$ cat config.mk
export PLATFORM = sky130hd
export DESIGN_NAME = lsn_fifo
export DESIGN_NICKNAME = d
export VERILOG_FILES = /design/src/rtl/core/lsn_pkg.sv /design/src/rtl/core/lsn_fifo.sv
export SDC_FILE = /design/constraint.sdc
export NUM_CORES = 1
export LEC_CHECK = 0
export BUFFER_PORTS_ARGS = -buffer_cell sky130_fd_sc_hd__buf_2
export CAP_MARGIN = 5
export CORE_UTILIZATION = 56
export DETAILED_ROUTE_END_ITERATION = 8
export PLACE_DENSITY_LB_ADDON = 0.3
export SYNTH_ARGS = -nofsm -noshare
export SYNTH_HDL_FRONTEND = slang
export SYNTH_SLANG_ARGS = --single-unit
$ cat constraint.sdc
create_clock -name clk -period 5.4 [get_ports clk]
set_input_delay 0.54 -clock clk [delete_from_list [all_inputs] [get_ports clk]]
set_output_delay 0.54 -clock clk [all_outputs]
set_load 0.02 [all_outputs]
$ cat src/rtl/core/lsn_pkg.sv
// Shared types, constants and helper functions of the lidar scan point and normal block.
package lsn_pkg;

	localparam int RANGE_W = 16;
	localparam int ANG_W = 32;
	localparam int BEAM_W = 11;
	localparam int PT_W = 18;
	localparam int NRM_W = 16;
	localparam int OFF_W = 16;
	localparam int CFG_IDX_W = 3;
	localparam int CFG_DATA_W = 32;
	localparam int IN_DATA_W = 16;
	localparam int OUT_DATA_W = 80;

	// window: four held points plus the newest one
	localparam int WIN_N = 5;
	localparam int WIN_IDX_W = 3;

	localparam logic [BEAM_W-1:0] BEAM_LAST = '1;

	localparam int CORDIC_STEPS = 30;
	localparam int STEP_W = 5;
	localparam int CW = 56;
	localparam int ZW = 34;
	localparam int VW = 20;
	localparam int DW = 19;
	localparam int GAP_W = 12;
	localparam logic signed [CW-1:0] CORDIC_K = 56'sd652032874;
	localparam logic [ANG_W-1:0] ANG_QUARTER_HALF = 32'h2000_0000;
	localparam logic [ANG_W-1:0] ANG_HALF_TURN = 32'h8000_0000;

	localparam logic signed [NRM_W-1:0] NRM_ONE = 16'sd16384;
	localparam logic signed [NRM_W-1:0] NRM_MONE = -16'sd16384;

	localparam logic [38:0] LIM_SQ_NEAR = 39'd62500;
	localparam logic [38:0] LIM_SQ_FAR = 39'd250000;

	localparam logic [CFG_IDX_W-1:0] CFG_RANGE_MIN = 3'd0;
	localparam logic [CFG_IDX_W-1:0] CFG_RANGE_MAX = 3'd1;
	localparam logic [CFG_IDX_W-1:0] CFG_ANGLE_START = 3'd2;
	localparam logic [CFG_IDX_W-1:0] CFG_ANGLE_STEP = 3'd3;
	localparam logic [CFG_IDX_W-1:0] CFG_OFFSET_X = 3'd4;
	localparam logic [CFG_IDX_W-1:0] CFG_OFFSET_Y = 3'd5;

	typedef struct packed {
		logic [RANGE_W-1:0] range_mm;
		logic               valid;
		logic               last;
		logic [ANG_W-1:0]   angle;
		logic [BEAM_W-1:0]  beam;
	} beam_item_t;

	typedef struct packed {
		logic signed [OFF_W-1:0] off_x;
		logic signed [OFF_W-1:0] off_y;
	} sensor_cfg_t;

	function automatic logic [ANG_W-1:0] atan_at(input logic [STEP_W-1:0] i);
		logic [ANG_W-1:0] a;
		case (i)
			5'd0: a = 32'h20000000;
			5'd1: a = 32'h12E4051E;
			5'd2: a = 32'h09FB385B;
			5'd3: a = 32'h051111D4;
			5'd4: a = 32'h028B0D43;
			5'd5: a = 32'h0145D7E1;
			5'd6: a = 32'h00A2F61E;
			5'd7: a = 32'h00517C55;
			5'd8: a = 32'h0028BE53;
			5'd9: a = 32'h00145F2F;
			5'd10: a = 32'h000A2F98;
			5'd11: a = 32'h000517CC;
			5'd12: a = 32'h00028BE6;
			5'd13: a = 32'h000145F3;
			5'd14: a = 32'h0000A2FA;
			5'd15: a = 32'h0000517D;
			5'd16: a = 32'h000028BE;
			5'd17: a = 32'h0000145F;
			5'd18: a = 32'h00000A30;
			5'd19: a = 32'h00000518;
			5'd20: a = 32'h0000028C;
			5'd21: a = 32'h00000146;
			5'd22: a = 32'h000000A3;
			5'd23: a = 32'h00000051;
			5'd24: a = 32'h00000029;
			5'd25: a = 32'h00000014;
			5'd26: a = 32'h0000000A;
			5'd27: a = 32'h00000005;
			5'd28: a = 32'h00000003;
			5'd29: a = 32'h00000001;
			default: a = '0;
		endcase
		return a;
	endfunction

	// round Q3.30 to Q1.14 and clamp to plus or minus one
	function automatic logic signed [NRM_W-1:0] to_q14(input logic signed [ZW-1:0] v);
		logic signed [ZW-1:0] t;
		logic signed [NRM_W-1:0] r;
		t = (v + 34'sd32768) >>> 16;
		if (t > 34'sd16384) begin
			r = NRM_ONE;
		end else if (t < -34'sd16384) begin
			r = NRM_MONE;
		end else begin
			r = t[NRM_W-1:0];
		end
		return r;
	endfunction

endpackage

$ cat src/rtl/core/lsn_fifo.sv
// Two-entry queue between the front end and the point engine.
module lsn_fifo (
	input  logic                clk,
	input  logic                arst_n,
	input  logic                push,
	input  lsn_pkg::beam_item_t din,
	output logic                full,
	input  logic                pop,
	output lsn_pkg::beam_item_t dout,
	output logic                empty
);
	import lsn_pkg::*;

	beam_item_t mem_q [2];
	logic wr_q, rd_q;
	logic [1:0] cnt_q;

	assign full = cnt_q == 2'd2;
	assign empty = cnt_q == 2'd0;
	assign dout = mem_q[rd_q];

	always_ff @(posedge clk) begin
		if (push) begin
			mem_q[wr_q] <= din;
		end
	end

	always_ff @(posedge clk or negedge arst_n) begin
		if (!arst_n) begin
			wr_q <= 1'b0;
			rd_q <= 1'b0;
			cnt_q <= '0;
		end else begin
			if (push) begin
				wr_q <= !wr_q;
			end
			if (pop) begin
				rd_q <= !rd_q;
			end
			case ({push, pop})
				2'b10: cnt_q <= cnt_q + 1'b1;
				2'b01: cnt_q <= cnt_q - 1'b1;
				default: ;
			endcase
		end
	end

	assert property (@(posedge clk) disable iff (!arst_n) cnt_q <= 2'd2)
		else $error("queue count out of range");
	assert property (@(posedge clk) disable iff (!arst_n) full |-> !push)
		else $error("push into full queue");
	assert property (@(posedge clk) disable iff (!arst_n) empty |-> !pop)
		else $error("pop from empty queue");

endmodule

* Yosys cells after proc, flatten, opt, wreduce, memory -nomap -nowiden
Memories as Yosys holds them, arrays and structs flattened.
Index checks and enable logic that the tools add are counted.
** Word-level totals
- Register bits :: 4
- Bits in latches :: 0
- RAM bits :: 122
- Bits in read-only memories :: 0
- Input port bits :: 65
- Memories :: 1
** Memories
- mem_q :: depth 2, bits a word 61, rd ports 1, clocked after Yosys merged registers in 0, write ports 1, line lsn_fifo.sv:14 : beam_item_t mem_q [2];
** Cells by class
- Add/sub/neg operators :: 2
- Multiply operators :: 0
- Div/mod/pow operators :: 0
- Order comparisons :: 0
- Eq/ne operators :: 3
- Shifts and indexed selects :: 0
- Muxes and demuxes :: 3
- Bitwise operators :: 0
- Reduce and logical (&&, ||, !) cells :: 4
** Operator list (number)
- $eq A2 B2 Y1 const B :: 2
- $pmux W2 S2 :: 1
- $add A2 B1 Y2 const B :: 1
- $eq A2 B1 Y1 const B :: 1
- $logic_not A1 Y1 :: 2
- $logic_not A2 Y1 :: 1
- $mux W1 :: 2
- $reduce_bool A2 Y1 :: 1
- $sub A2 B1 Y2 const B :: 1

* Depth between registers and ports, before layout
- Depth after elaboration :: 2
- Depth in mapped cells :: 5

* Worst setup path before layout
No wires, ideal clock.
- Path kind :: input port to flip-flop
- From :: input push
- To :: memory mem_q[0][0] in the netlist's numbering, enable pin
- Library setup time :: 0.482 ns
- Arrival time :: 3.158 ns
- Data required time :: 4.918 ns
- Path slack :: 1.761 ns
- Stages on the path :: 2
- Cell sequence :: inv_1 > nor2_1
** On the way
- Longest elaborated chain between the ends :: 2
** RTL lines
- start, declared :: line lsn_fifo.sv:5 : input logic push,
- $mux W1 :: line lsn_fifo.sv:23 : if (push) begin
- $mux W1 (not written as such) :: line lsn_fifo.sv:24 : mem_q[wr_q] <= din;
- end, declared :: line lsn_fifo.sv:14
Every way passes these cells.

==> results by group <==
Status
  • Result of the run: complete, no violations

Min path
  • Hold Crit Depth: 1
  • Sink of the worst hold path: mem_q[0][53]
  • Worst min path class: input pin to flip-flop
  • Startpoint of the most critical hold path: din[53]

Global routing
  • Vias in the first global route: 2347
  • First-pass GRT wire length: 11300 microns
  • Met3 track demand over resource: 7.02%
  • Antenna violations before repair: 0
  • Met2 usage in global routing: 29.8%
  • Largest net degree at the start of global routing: 63
  • Layer with the highest usage: met2
  • GR Util met1: 20.1%
  • Total track usage: 17.7%
  • GRT Residual Overflow: 0

Layout
  • Total area of multi-input combinational cells: 997 sq um
  • Fill cell count: 530
  • Final instance area: 6150 sq um
  • Most common library cell in the layout ignoring fill and taps: sky130_fd_sc_hd__buf_2
  • Area growth from synthesis to layout: 25.8%
  • Number of antenna cells inserted: 0
  • Final cell count without fillers: 466
  • Net total in the final layout: 414
  • Fraction of final layout cells sized beyond drive strength 1: 61.8%
  • Commonest cells after routing, fill and taps aside: sky130_fd_sc_hd__buf_2 (127), sky130_fd_sc_hd__edfxtp_1 (122), sky130_fd_sc_hd__mux2_4 (59), sky130_fd_sc_hd__clkbuf_16 (16), sky130_fd_sc_hd__clkinvlp_4 (4)
  • Sequential cell area: 3770 sq um

Worst setup path
  • Setup Crit Path Kind: flip-flop to primary output
  • Reg-to-reg critical path endpoint: mem_q[0][55]
  • Source of the worst register-to-register timing path: wr_q
  • Number of cells traversed by the worst register-to-register path: 2
  • Data required time of the critical path: 4860 ps
  • Worst setup slack for register-to-register paths: 3370 ps
  • Data arrival, critical path: 2280 ps
  • Critical path startpoint category: flip-flop
  • Critical Path Sink Type: primary output
  • Peak fanout along the critical path: 62

Drt
  • Detailed-route vias per instance: 5.01
  • Routed vias: 2335
  • 1st-iter DRT viols: 98
  • Drt first pass iters: 4
  • Antenna-violating nets left: 0
  • Routed length per placed instance: 16.4 microns
  • DRC viols: 0
  • Overall routed net length: 7640 microns

Synthesis
  • Flip-flop and latch count after synthesis: 126
  • Post-synthesis instance area: 4890 sq um
  • Mapped Cells: 206
  • Yosys Warn Count: 0
  • Register area share after synthesis: 77.0%
  • Syn Nets: 272
  • Number of unique standard cell types used by synthesis: 13
  • Avg Inst Size Synth: 23.7 sq um

Power and ir drop
  • Internal Power: 0.00251 W
  • Part of the total power dissipated in sequential elements: 41.3%
  • Proportion of power drawn by the clock network: 30.6%
  • Total Power: 0.00359 W
  • Sw Pwr: 0.00107 W
  • Net switching share of the total power: 29.9%
  • Highest ir drop seen on vdd: 0.500 mV
  • Combinational group share of total power: 28.0%
  • PwrDens: 583 nW/um^2
  • Leakage power figure: 2.52 nW

Clocking
  • TritonCTS clock tree: done
  • Number of buffers created by CTS: 17
  • Clock Sink Count: 126
  • Clock latency on the worst-skew pair: 500 ps
  • Clock slew seen by the registers of the worst setup and hold paths: 60 ps
  • Number of buffers on the longest clock path: 2
  • Count of instances resized after the clock tree is built: 0
  • CTS HTree Levels: 4
  • CTS root buffer: sky130_fd_sc_hd__clkbuf_8

Placed design
  • Placed instance area: 5550 sq um
  • Routability cong.: 0.693
  • Number of buffers added on ports: 127
  • Number of placed instances, taps included: 433

Die
  • Core ar.: 8340 sq um
  • Standard-cell rows: 33
  • Effective utilization at floorplan: 58.6%
  • Height of the chip: 95.4 microns
  • Horizontal die dimension: 95.4 microns
  • Die outline area: 9100 sq um
  • Top Ports: 128

STA
  • Highest Clock Rate: 354 MHz
  • Final setup violation count: 0
  • Max transition margin: 22.5%
  • Hold violation total from the final report: 0
  • Worst clock skew: 5.21 ps
  • Time the final worst path needs with I/O delays and setup: 2820 ps
  • Setup repair after global routing missed its margin: no
  • TNS Setup: 0 ps
  • Final period utilization: 52.3%
  • Number of pins exceeding their max-slew limit in the final report: 0
  • Slew at the pin closest to its max-slew limit: 1160 ps
  • Tightest hold margin: 226 ps

Job
  • Number of max-cap violations: 0
## cell usage after synthesis
library cell,number,area [sq um]
sky130_fd_sc_hd__and2_1,1,6.26
sky130_fd_sc_hd__xnor2_1,2,17.5
sky130_fd_sc_hd__inv_1,1,3.75
sky130_fd_sc_hd__xor2_1,3,26.3
sky130_fd_sc_hd__buf_12,6,120
sky130_fd_sc_hd__nor2_1,3,11.3
sky130_fd_sc_hd__ha_1,1,12.5
sky130_fd_sc_hd__dfrtp_1,4,100
sky130_fd_sc_hd__nor2b_1,1,6.26
sky130_fd_sc_hd__mux2_4,59,886
sky130_fd_sc_hd__edfxtp_1,122,3660
sky130_fd_sc_hd__buf_6,1,11.3
sky130_fd_sc_hd__mux2_2,2,22.5
## layer usage
| metal | vias to the layer above | routed length, microns |
|---|---|---|
| li1 | 1106 | - |
| met1 | 1140 | 3090 |
| met2 | 83 | 3990 |
| met3 | 6 | 486 |
| met4 | 0 | 82 |
| met5 | - | 0 |
## registers in the layout, summed over array words and instances, names as in the netlist
| signal | flops |
|---|---|
| mem_q | 122 |
| rd_q | 1 |
| wr_q | 1 |
| cnt_q | 2 |
## cells by family after synthesis
family / synth area share, %
XOR/XNOR: 0.896
adder cells (fa/ha/maj): 0.256
buffers and inverters: 2.76
flip-flops: 77.0
multiplexers: 18.6
AND/OR/NAND/NOR: 0.487
## power by group through the flow
stage               logic (W)  clock network, W  registers (W)
CTS                   0.00102           0.00112        0.00149
detailed placement    0.00102                 0        0.00151
finish                0.00101           0.00110        0.00148
floorplan            0.000939                 0        0.00137
global placement      0.00101                 0        0.00149
global route          0.00107           0.00116        0.00151
## worst max-delay path, cell delays in order (launching register included)
cell,delay (ps)
sky130_fd_sc_hd__dfrtp_4,1190
sky130_fd_sc_hd__mux2_2,420
sky130_fd_sc_hd__buf_2,160
## cell type report
cell class | count | area share (%)
repair buffers | 130 | 10.7
clock inverters | 14 | 2.75
inverters | 1 | 0.0611
clock buffers | 18 | 6.80
well taps | 105 | 2.14
multi-input cells | 72 | 16.2
flip-flops and latches | 126 | 61.3
## metrics by stage
stage | worst slack [ps] | util, %
global route | 2480 | 73.7
finish | 2580 | 73.7
CTS | 2530 | 73.7
floorplan | 1760 | -
detailed placement | 3070 | 66.5
global placement | 3070 | 66.5
## how the worst max path moves through the flow
stage / startpoint / endpoint / slack [ps] / depth (start not counted)
CTS: rd_q / dout[60] / 2530 / 2
floorplan: push / mem_q[0][0] / 1760 / 2
detailed placement: push / mem_q[0][56] / 3070 / 4
global route: rd_q / dout[55] / 2480 / 2
global placement: rd_q / dout[60] / 3070 / 2
finish: rd_q / dout[60] / 2580 / 2
## timing repair
action | 4_1_cts | 5_1_grt
hold endpoints to repair | 4 | 0
buffers inserted | 0 | 0
hold buffers | 1 | 0
(Power assumes the default switching activity.)
