File: src/rtl/core/lsn_pkg.sv
// Shared types, constants and helper functions of the lidar scan point and normal block.
package lsn_pkg;

	localparam int RANGE_W = 16;
	localparam int ANG_W = 32;
	localparam int BEAM_W = 11;
	localparam int PT_W = 18;
	localparam int NRM_W = 16;
	localparam int OFF_W = 16;
	localparam int CFG_IDX_W = 3;
	localparam int CFG_DATA_W = 32;
	localparam int IN_DATA_W = 16;
	localparam int OUT_DATA_W = 80;

	// window: four held points plus the newest one
	localparam int WIN_N = 5;
	localparam int WIN_IDX_W = 3;

	localparam logic [BEAM_W-1:0] BEAM_LAST = '1;

	localparam int CORDIC_STEPS = 30;
	localparam int STEP_W = 5;
	localparam int CW = 56;
	localparam int ZW = 34;
	localparam int VW = 20;
	localparam int DW = 19;
	localparam int GAP_W = 12;
	localparam logic signed [CW-1:0] CORDIC_K = 56'sd652032874;
	localparam logic [ANG_W-1:0] ANG_QUARTER_HALF = 32'h2000_0000;
	localparam logic [ANG_W-1:0] ANG_HALF_TURN = 32'h8000_0000;

	localparam logic signed [NRM_W-1:0] NRM_ONE = 16'sd16384;
	localparam logic signed [NRM_W-1:0] NRM_MONE = -16'sd16384;

	localparam logic [38:0] LIM_SQ_NEAR = 39'd62500;
	localparam logic [38:0] LIM_SQ_FAR = 39'd250000;

	localparam logic [CFG_IDX_W-1:0] CFG_RANGE_MIN = 3'd0;
	localparam logic [CFG_IDX_W-1:0] CFG_RANGE_MAX = 3'd1;
	localparam logic [CFG_IDX_W-1:0] CFG_ANGLE_START = 3'd2;
	localparam logic [CFG_IDX_W-1:0] CFG_ANGLE_STEP = 3'd3;
	localparam logic [CFG_IDX_W-1:0] CFG_OFFSET_X = 3'd4;
	localparam logic [CFG_IDX_W-1:0] CFG_OFFSET_Y = 3'd5;

	typedef struct packed {
		logic [RANGE_W-1:0] range_mm;
		logic               valid;
		logic               last;
		logic [ANG_W-1:0]   angle;
		logic [BEAM_W-1:0]  beam;
	} beam_item_t;

	typedef struct packed {
		logic signed [OFF_W-1:0] off_x;
		logic signed [OFF_W-1:0] off_y;
	} sensor_cfg_t;

	function automatic logic [ANG_W-1:0] atan_at(input logic [STEP_W-1:0] i);
		logic [ANG_W-1:0] a;
		case (i)
			5'd0: a = 32'h20000000;
			5'd1: a = 32'h12E4051E;
			5'd2: a = 32'h09FB385B;
			5'd3: a = 32'h051111D4;
			5'd4: a = 32'h028B0D43;
			5'd5: a = 32'h0145D7E1;
			5'd6: a = 32'h00A2F61E;
			5'd7: a = 32'h00517C55;
			5'd8: a = 32'h0028BE53;
			5'd9: a = 32'h00145F2F;
			5'd10: a = 32'h000A2F98;
			5'd11: a = 32'h000517CC;
			5'd12: a = 32'h00028BE6;
			5'd13: a = 32'h000145F3;
			5'd14: a = 32'h0000A2FA;
			5'd15: a = 32'h0000517D;
			5'd16: a = 32'h000028BE;
			5'd17: a = 32'h0000145F;
			5'd18: a = 32'h00000A30;
			5'd19: a = 32'h00000518;
			5'd20: a = 32'h0000028C;
			5'd21: a = 32'h00000146;
			5'd22: a = 32'h000000A3;
			5'd23: a = 32'h00000051;
			5'd24: a = 32'h00000029;
			5'd25: a = 32'h00000014;
			5'd26: a = 32'h0000000A;
			5'd27: a = 32'h00000005;
			5'd28: a = 32'h00000003;
			5'd29: a = 32'h00000001;
			default: a = '0;
		endcase
		return a;
	endfunction

	// round Q3.30 to Q1.14 and clamp to plus or minus one
	function automatic logic signed [NRM_W-1:0] to_q14(input logic signed [ZW-1:0] v);
		logic signed [ZW-1:0] t;
		logic signed [NRM_W-1:0] r;
		t = (v + 34'sd32768) >>> 16;
		if (t > 34'sd16384) begin
			r = NRM_ONE;
		end else if (t < -34'sd16384) begin
			r = NRM_MONE;
		end else begin
			r = t[NRM_W-1:0];
		end
		return r;
	endfunction

endpackage

File: src/rtl/core/lsn_front.sv
// Front end: configuration registers, beam counting, range check and beam angle.
module lsn_front (
	input  logic                               clk,
	input  logic                               arst_n,
	input  logic                               s_tvalid,
	output logic                               s_tready,
	input  logic [lsn_pkg::IN_DATA_W-1:0]      s_tdata,
	input  logic                               s_tlast,
	input  logic                               cfg_valid,
	output logic                               cfg_ready,
	input  logic [lsn_pkg::CFG_IDX_W-1:0]      cfg_index,
	input  logic [lsn_pkg::CFG_DATA_W-1:0]     cfg_data,
	input  logic                               q_full,
	output logic                               q_push,
	output lsn_pkg::beam_item_t                q_item,
	output lsn_pkg::sensor_cfg_t               sensor
);
	import lsn_pkg::*;

	logic [RANGE_W-1:0] range_min_q, range_max_q;
	logic [ANG_W-1:0] angle_start_q, angle_step_q;
	logic signed [OFF_W-1:0] off_x_q, off_y_q;
	logic [BEAM_W-1:0] beam_q;
	logic [ANG_W+BEAM_W-1:0] ang_prod;
	logic accept;

	assign cfg_ready = 1'b1;
	assign s_tready = !q_full;
	assign accept = s_tvalid && s_tready;
	assign q_push = accept;
	assign ang_prod = angle_step_q * beam_q;

	always_comb begin
		q_item.range_mm = s_tdata[RANGE_W-1:0];
		q_item.valid = (s_tdata[RANGE_W-1:0] >= range_min_q) &&
			(s_tdata[RANGE_W-1:0] <= range_max_q);
		q_item.last = s_tlast;
		q_item.angle = angle_start_q + ang_prod[ANG_W-1:0];
		q_item.beam = beam_q;
	end

	assign sensor.off_x = off_x_q;
	assign sensor.off_y = off_y_q;

	always_ff @(posedge clk or negedge arst_n) begin
		if (!arst_n) begin
			range_min_q <= '0;
			range_max_q <= '1;
			angle_start_q <= '0;
			angle_step_q <= '0;
			off_x_q <= '0;
			off_y_q <= '0;
			beam_q <= '0;
		end else begin
			if (cfg_valid) begin
				unique case (cfg_index)
					CFG_RANGE_MIN: range_min_q <= cfg_data[RANGE_W-1:0];
					CFG_RANGE_MAX: range_max_q <= cfg_data[RANGE_W-1:0];
					CFG_ANGLE_START: angle_start_q <= cfg_data;
					CFG_ANGLE_STEP: angle_step_q <= cfg_data;
					CFG_OFFSET_X: off_x_q <= cfg_data[OFF_W-1:0];
					CFG_OFFSET_Y: off_y_q <= cfg_data[OFF_W-1:0];
					default: ;
				endcase
			end
			if (accept) begin
				// restart on the last beam, saturate at the top index
				if (s_tlast) begin
					beam_q <= '0;
				end else if (beam_q != BEAM_LAST) begin
					beam_q <= beam_q + 1'b1;
				end
			end
		end
	end

endmodule

File: config.mk
export PLATFORM = sky130hd
export DESIGN_NAME = lsn_front
export DESIGN_NICKNAME = d
export VERILOG_FILES = /design/src/rtl/core/lsn_pkg.sv /design/src/rtl/core/lsn_front.sv
export SDC_FILE = /design/constraint.sdc
export NUM_CORES = 1
export LEC_CHECK = 0
export ABC_CLOCK_PERIOD_IN_PS = 11500
export BUFFER_PORTS_ARGS = -buffer_cell sky130_fd_sc_hd__buf_2
export CORE_UTILIZATION = 65
export CTS_BUF_LIST = sky130_fd_sc_hd__clkbuf_4 sky130_fd_sc_hd__clkbuf_8
export DETAILED_ROUTE_END_ITERATION = 16
export PLACE_DENSITY = 0.94
export SLEW_MARGIN = 15
export SYNTH_ARGS = -nofsm -noshare
export SYNTH_HDL_FRONTEND = slang
export SYNTH_SLANG_ARGS = --single-unit
File: constraint.sdc
create_clock -name clk -period 11.5 [get_ports clk]
set_input_delay 0.575 -clock clk [delete_from_list [all_inputs] [get_ports clk]]
set_output_delay 0.575 -clock clk [all_outputs]
set_load 0.02 [all_outputs]
Word-level counts from Yosys, hierarchy flattened:

Cells that the tools add are included.

* register bits after elaboration: 139
* input bits: 57
* output and inout port bits: 96
* logic and storage cells: 32

* add/sub/neg operators: 2
* multiply operators: 1
* magnitude comparators: 2
* equal/unequal tests: 6
* muxes and demuxes: 2
* reductions and logical operators: 12

Operators with widths (count)
* $add 32x32->32: 1
* $mul 32x11->32: 1
* $mux 11: 2
* $ge 16x16->1: 1
* $le 16x16->1: 1
* $reduce_and 2->1: 7
* $add 11x1->11 const B: 1
* $ne 11x11->1 const B: 1
* $eq 3x2->1 const B: 2
* $eq 3x3->1 const B: 2
* $eq 3x1->1 const B: 1
* $logic_not 3->1: 1
* $logic_and 1x1->1: 2
* $reduce_bool 2->1: 1
* $logic_not 1->1: 1

Longest topological paths before layout:

* depth in word-level cells: 3
* mapped depth: 22
* depth with buffers taken out: 20

Worst setup path after synthesis:

No wires, ideal clock.

* kind: register to output
* start point: reg beam_q[2]
* end point: out q_item[42] in the netlist's numbering
* arrival time: 5614 ps
* data required time: 10925 ps
* path slack: 5311 ps
* stages on the path, launching flop included: 22
* buffers on the path: 3
* path through: dfrtp_1 -> buf_2 -> clkbuf_1 -> clkbuf_1 -> nand2_1 -> fa_1 -> fa_1 -> inv_1 -> fa_1 -> fa_1 -> inv_1 -> fa_1 -> inv_1 -> ha_1 -> a21oi_1 -> o21ai_0 -> a41oi_1 -> o21ai_0 -> a2111oi_2 -> o21ai_1 -> a21oi_1 -> xnor2_1

RTL lines
* start, declared: RTL line lsn_front.sv:23 `logic [BEAM_W-1:0] beam_q;`
* start signal, assigned: RTL line lsn_front.sv:71 `beam_q <= beam_q + 1'b1;`
* end, declared: RTL line lsn_front.sv:15 `output lsn_pkg::beam_item_t q_item,`

==> results.cfg <==
[run]
cap_violations = 0

[setup_path]
r2r_start = beam_q[0]$_DFFE_PN0P_
path_class = reg -> out
cp-end-kind = output pin
cp_max_fo = 18
cp-start-kind = register
path_cells = buf_4, nand2_1, fa_1, fa_1, inv_1, fa_1, fa_1, fa_1, ha_1, a21o_1, a21o_1, a21oi_1, o21ai_0, a2111oi_2, o21ai_1, a21oi_1, xnor2_1, buf_2
crit_slowest_cell = dfrtp_1
critical-path-max-stage-delay_ps = 770
crit_top_cell = fa_1
rr_worst_depth = 9
endpoint = q_item[42]
worstSetupStartpoint = beam_q[3]$_DFFE_PN0P_
arrival_ps = 6620
worstPathRequired_ps = 10930
r2r-end = beam_q[5]$_DFFE_PN0P_
reg2reg_slack_ps = 7920

[clock_tree]
root_buffer = clkbuf_8
insertion_delay_ps = 480
path_clk_slew_ps = 110
post_cts_resized = 0
post_cts_buffers = 0
htree_levels = 4
ctsHoldBuffers = 0
cts_made_buffers = 17
cts_buffer_depth = 2
cts_tree = yes
cts.sinks = 139

[die]
core_mm2 = 0.0234
dieArea_mm2 = 0.0245
die_w_um = 156
ios = 153
chipHeight_um = 156
rows = 56
start_util_pct = 66.2

[timing]
fmax_mhz = 139
finalCriticalPeriod_ps = 7200
worstMarginPinSlew_ps = 920
final.setup.tns_ps = 0
relSlewSlack_pct = 38.7
grt_setup_unrepaired = false
finalMaxSlewViolations = 0
setup_violations = 0
finalCritPeriodShare_pct = 62.6
hold_viol_final = 0
skew_ps = 8.83

[logic_synthesis]
syn_area_per_cell_um2 = 9.39
synth.distinct_cells = 57
netlist_area_mm2 = 0.0155
synth_flop_cell = dfrtp_1
synth-seq-cells = 139
yosysWarnings = 0
synth_edf_count = 0
ys_seq_area_share_pct = 22.6
syn_nets = 2039
synthCells = 1650
async_flop_share_pct = 100

[global_route]
grt_pass1_vias = 14000
grt_max_degree = 76
antenna_found_initial = 0
track_usage_pct = 38.3
grt-ovfl-total = 0
grt_first_pass_wirelength_mm = 70.6

[finish]
drive_gt1_share_pct = 17.0
nets = 2127
area_growth_pct = 8.47
num_antenna_cells = 0

[routing]
first_iter_violations = 1562
detail-route-antenna-nets = 0
vias = 12700
drc = 0
wire_per_inst_um = 21.0
viasPerCell = 6.15
drt-total-wl_mm = 43.5
dr.pass1.iters = 8

[power_and_ir_drop]
power_density_mw_per_mm2 = 138
design_power_total_mw = 2.33
vdd.ir_drop.worst_uv = 85.1
power.leakage_nw = 8.23

[place]
globalplace.congestion = 0.899
portBuffers = 151
dp_hpwl_mm = 30.6

[outcome]
status = complete, no violations

[min_path]
worstHoldPathType = in -> async
==> power by group <==
| group | leakage (nW) | switching [mW] | total (mW) | internal (mW) |
|---|---|---|---|---|
| Sequential | 1.67 | 0.134 | 0.726 | 0.592 |
| Combinational | 6.35 | 0.725 | 1.17 | 0.446 |
| Clock | 0.213 | 0.260 | 0.430 | 0.169 |
| Total | 8.23 | 1.12 | 2.33 | 1.21 |
==> cell families (layout without fill, tap and decap cells) <==
family                     count (synthesis)  after routing  share of synthesized area, %
AOI/OAI and AO/OA                        166            166                          6.40
muxes                                     69             69                          5.01
DFF                                      139            139                          22.6
buffers and inverters                    430            531                          10.9
xor gates and xnor gates                  54             54                          3.05
and+or+nand+nor                          459            459                          13.2
adders and majority gates                332            332                          38.9
other                                      1              1                        0.0242
==> per-stage QoR <==
step	instances	hold slack, ps	worst slack (ps)	util (%)	cell area (µm²)
floorplan	1650	279	5310	-	15500
global placement	2038	483	5160	70.0	16400
detailed placement	2038	490	5030	70.0	16400
CTS	2070	109	4470	71.8	16800
global route	2070	125	4080	71.8	16800
finish	2070	79.1	4300	71.8	16800
==> worst min-delay path by stage <==
stage / startpoint / end / slack, ps / depth (start not counted)
floorplan: arst_n / angle_start_q[0]$_DFFE_PN0P_ / 280 / 0
global placement: off_y_q[9]$_DFFE_PN0P_ / off_y_q[9]$_DFFE_PN0P_ / 480 / 1
detailed placement: off_y_q[1]$_DFFE_PN0P_ / off_y_q[1]$_DFFE_PN0P_ / 490 / 1
CTS: arst_n / angle_step_q[20]$_DFFE_PN0P_ / 110 / 1
global route: arst_n / angle_step_q[20]$_DFFE_PN0P_ / 120 / 1
finish: arst_n / angle_step_q[20]$_DFFE_PN0P_ / 80 / 1
==> cell usage after synthesis (2+ instances only) <==
cell type | instances | area [µm²]
nor2b_1 | 3 | 18.8
a21oi_1 | 34 | 170
buf_2 | 4 | 20.0
a21o_1 | 17 | 128
a211oi_1 | 2 | 15.0
nor4bb_1 | 2 | 20.0
nand4b_1 | 2 | 17.5
inv_1 | 332 | 1250
and2_1 | 76 | 475
clkbuf_1 | 75 | 282
xnor2_1 | 41 | 359
dfrtp_1 | 123 | 3080
o211ai_1 | 3 | 22.5
o21a_1 | 5 | 37.5
nand4_1 | 5 | 31.3
nand3_1 | 8 | 40.0
nand2b_1 | 10 | 62.6
o21ai_2 | 2 | 17.5
nor2_1 | 26 | 97.6
xor2_1 | 13 | 114
mux2_2 | 69 | 777
buf_4 | 18 | 135
and3_1 | 6 | 37.5
nand2_1 | 310 | 1160
o21ai_0 | 80 | 400
nor3_1 | 5 | 25.0
fa_1 | 249 | 4980
a31oi_1 | 4 | 25.0
dfstp_2 | 16 | 420
ha_1 | 83 | 1040
==> state kept, by name, summed over array words and instances, names as in the netlist <==
register and flops:
angle_start_q 32, angle_step_q 32, off_x_q 16, off_y_q 16, range_max_q 16, range_min_q 16, beam_q 11
==> area by class of cell <==
| class | count | area (µm²) |
|---|---|---|
| multi-input combinational | 1081 | 10400 |
| fill | 1436 | 6600 |
| sequential | 139 | 3500 |
| inverter | 332 | 1250 |
| timing repair buffer | 167 | 882 |
| tap | 319 | 399 |
| clock buffer | 17 | 234 |
| clock inverter | 15 | 196 |
==> critical path: cells and delay by family (launching register included) <==
family	cells	cell delay [ps]
adder cells (fa/ha/maj)	6	2880
AO/OA/AOI/OAI	7	1610
flip-flops	1	770
buffers and inverters	3	620
XOR/XNOR	1	140
AND/OR/NAND/NOR	1	120
==> per-layer routing <==
metal	up-vias	track usage [%]	routed length [µm]
met3	373	10.3	5000
li1	5127	-	-
met2	1103	63.1	21100
met4	0	25.7	3320
met1	6122	44.0	14100
met5	-	0	0
==> cells in the final DEF (no fill, tap or decap), drive strengths merged, types with 3 or more instances in the layout <==
master	netlist	layout
inv	332	338
nand2	310	310
fa	249	249
buf	23	167
dfrtp	123	123
ha	83	83
o21ai	83	83
and2	76	76
mux2	69	69
xnor2	41	41
a21oi	35	35
nor2	27	27
a21o	18	18
clkbuf	75	17
dfstp	16	16
xor2	13	13
nand2b	10	10
clkinv	0	9
nand3	8	8
and3	6	6
o21a	5	5
nand4	5	5
nor3	5	5
a31oi	4	4
o211ai	3	3
nor2b	3	3
a211oi	3	3
Note: power is estimated with default switching activity, not from simulation.
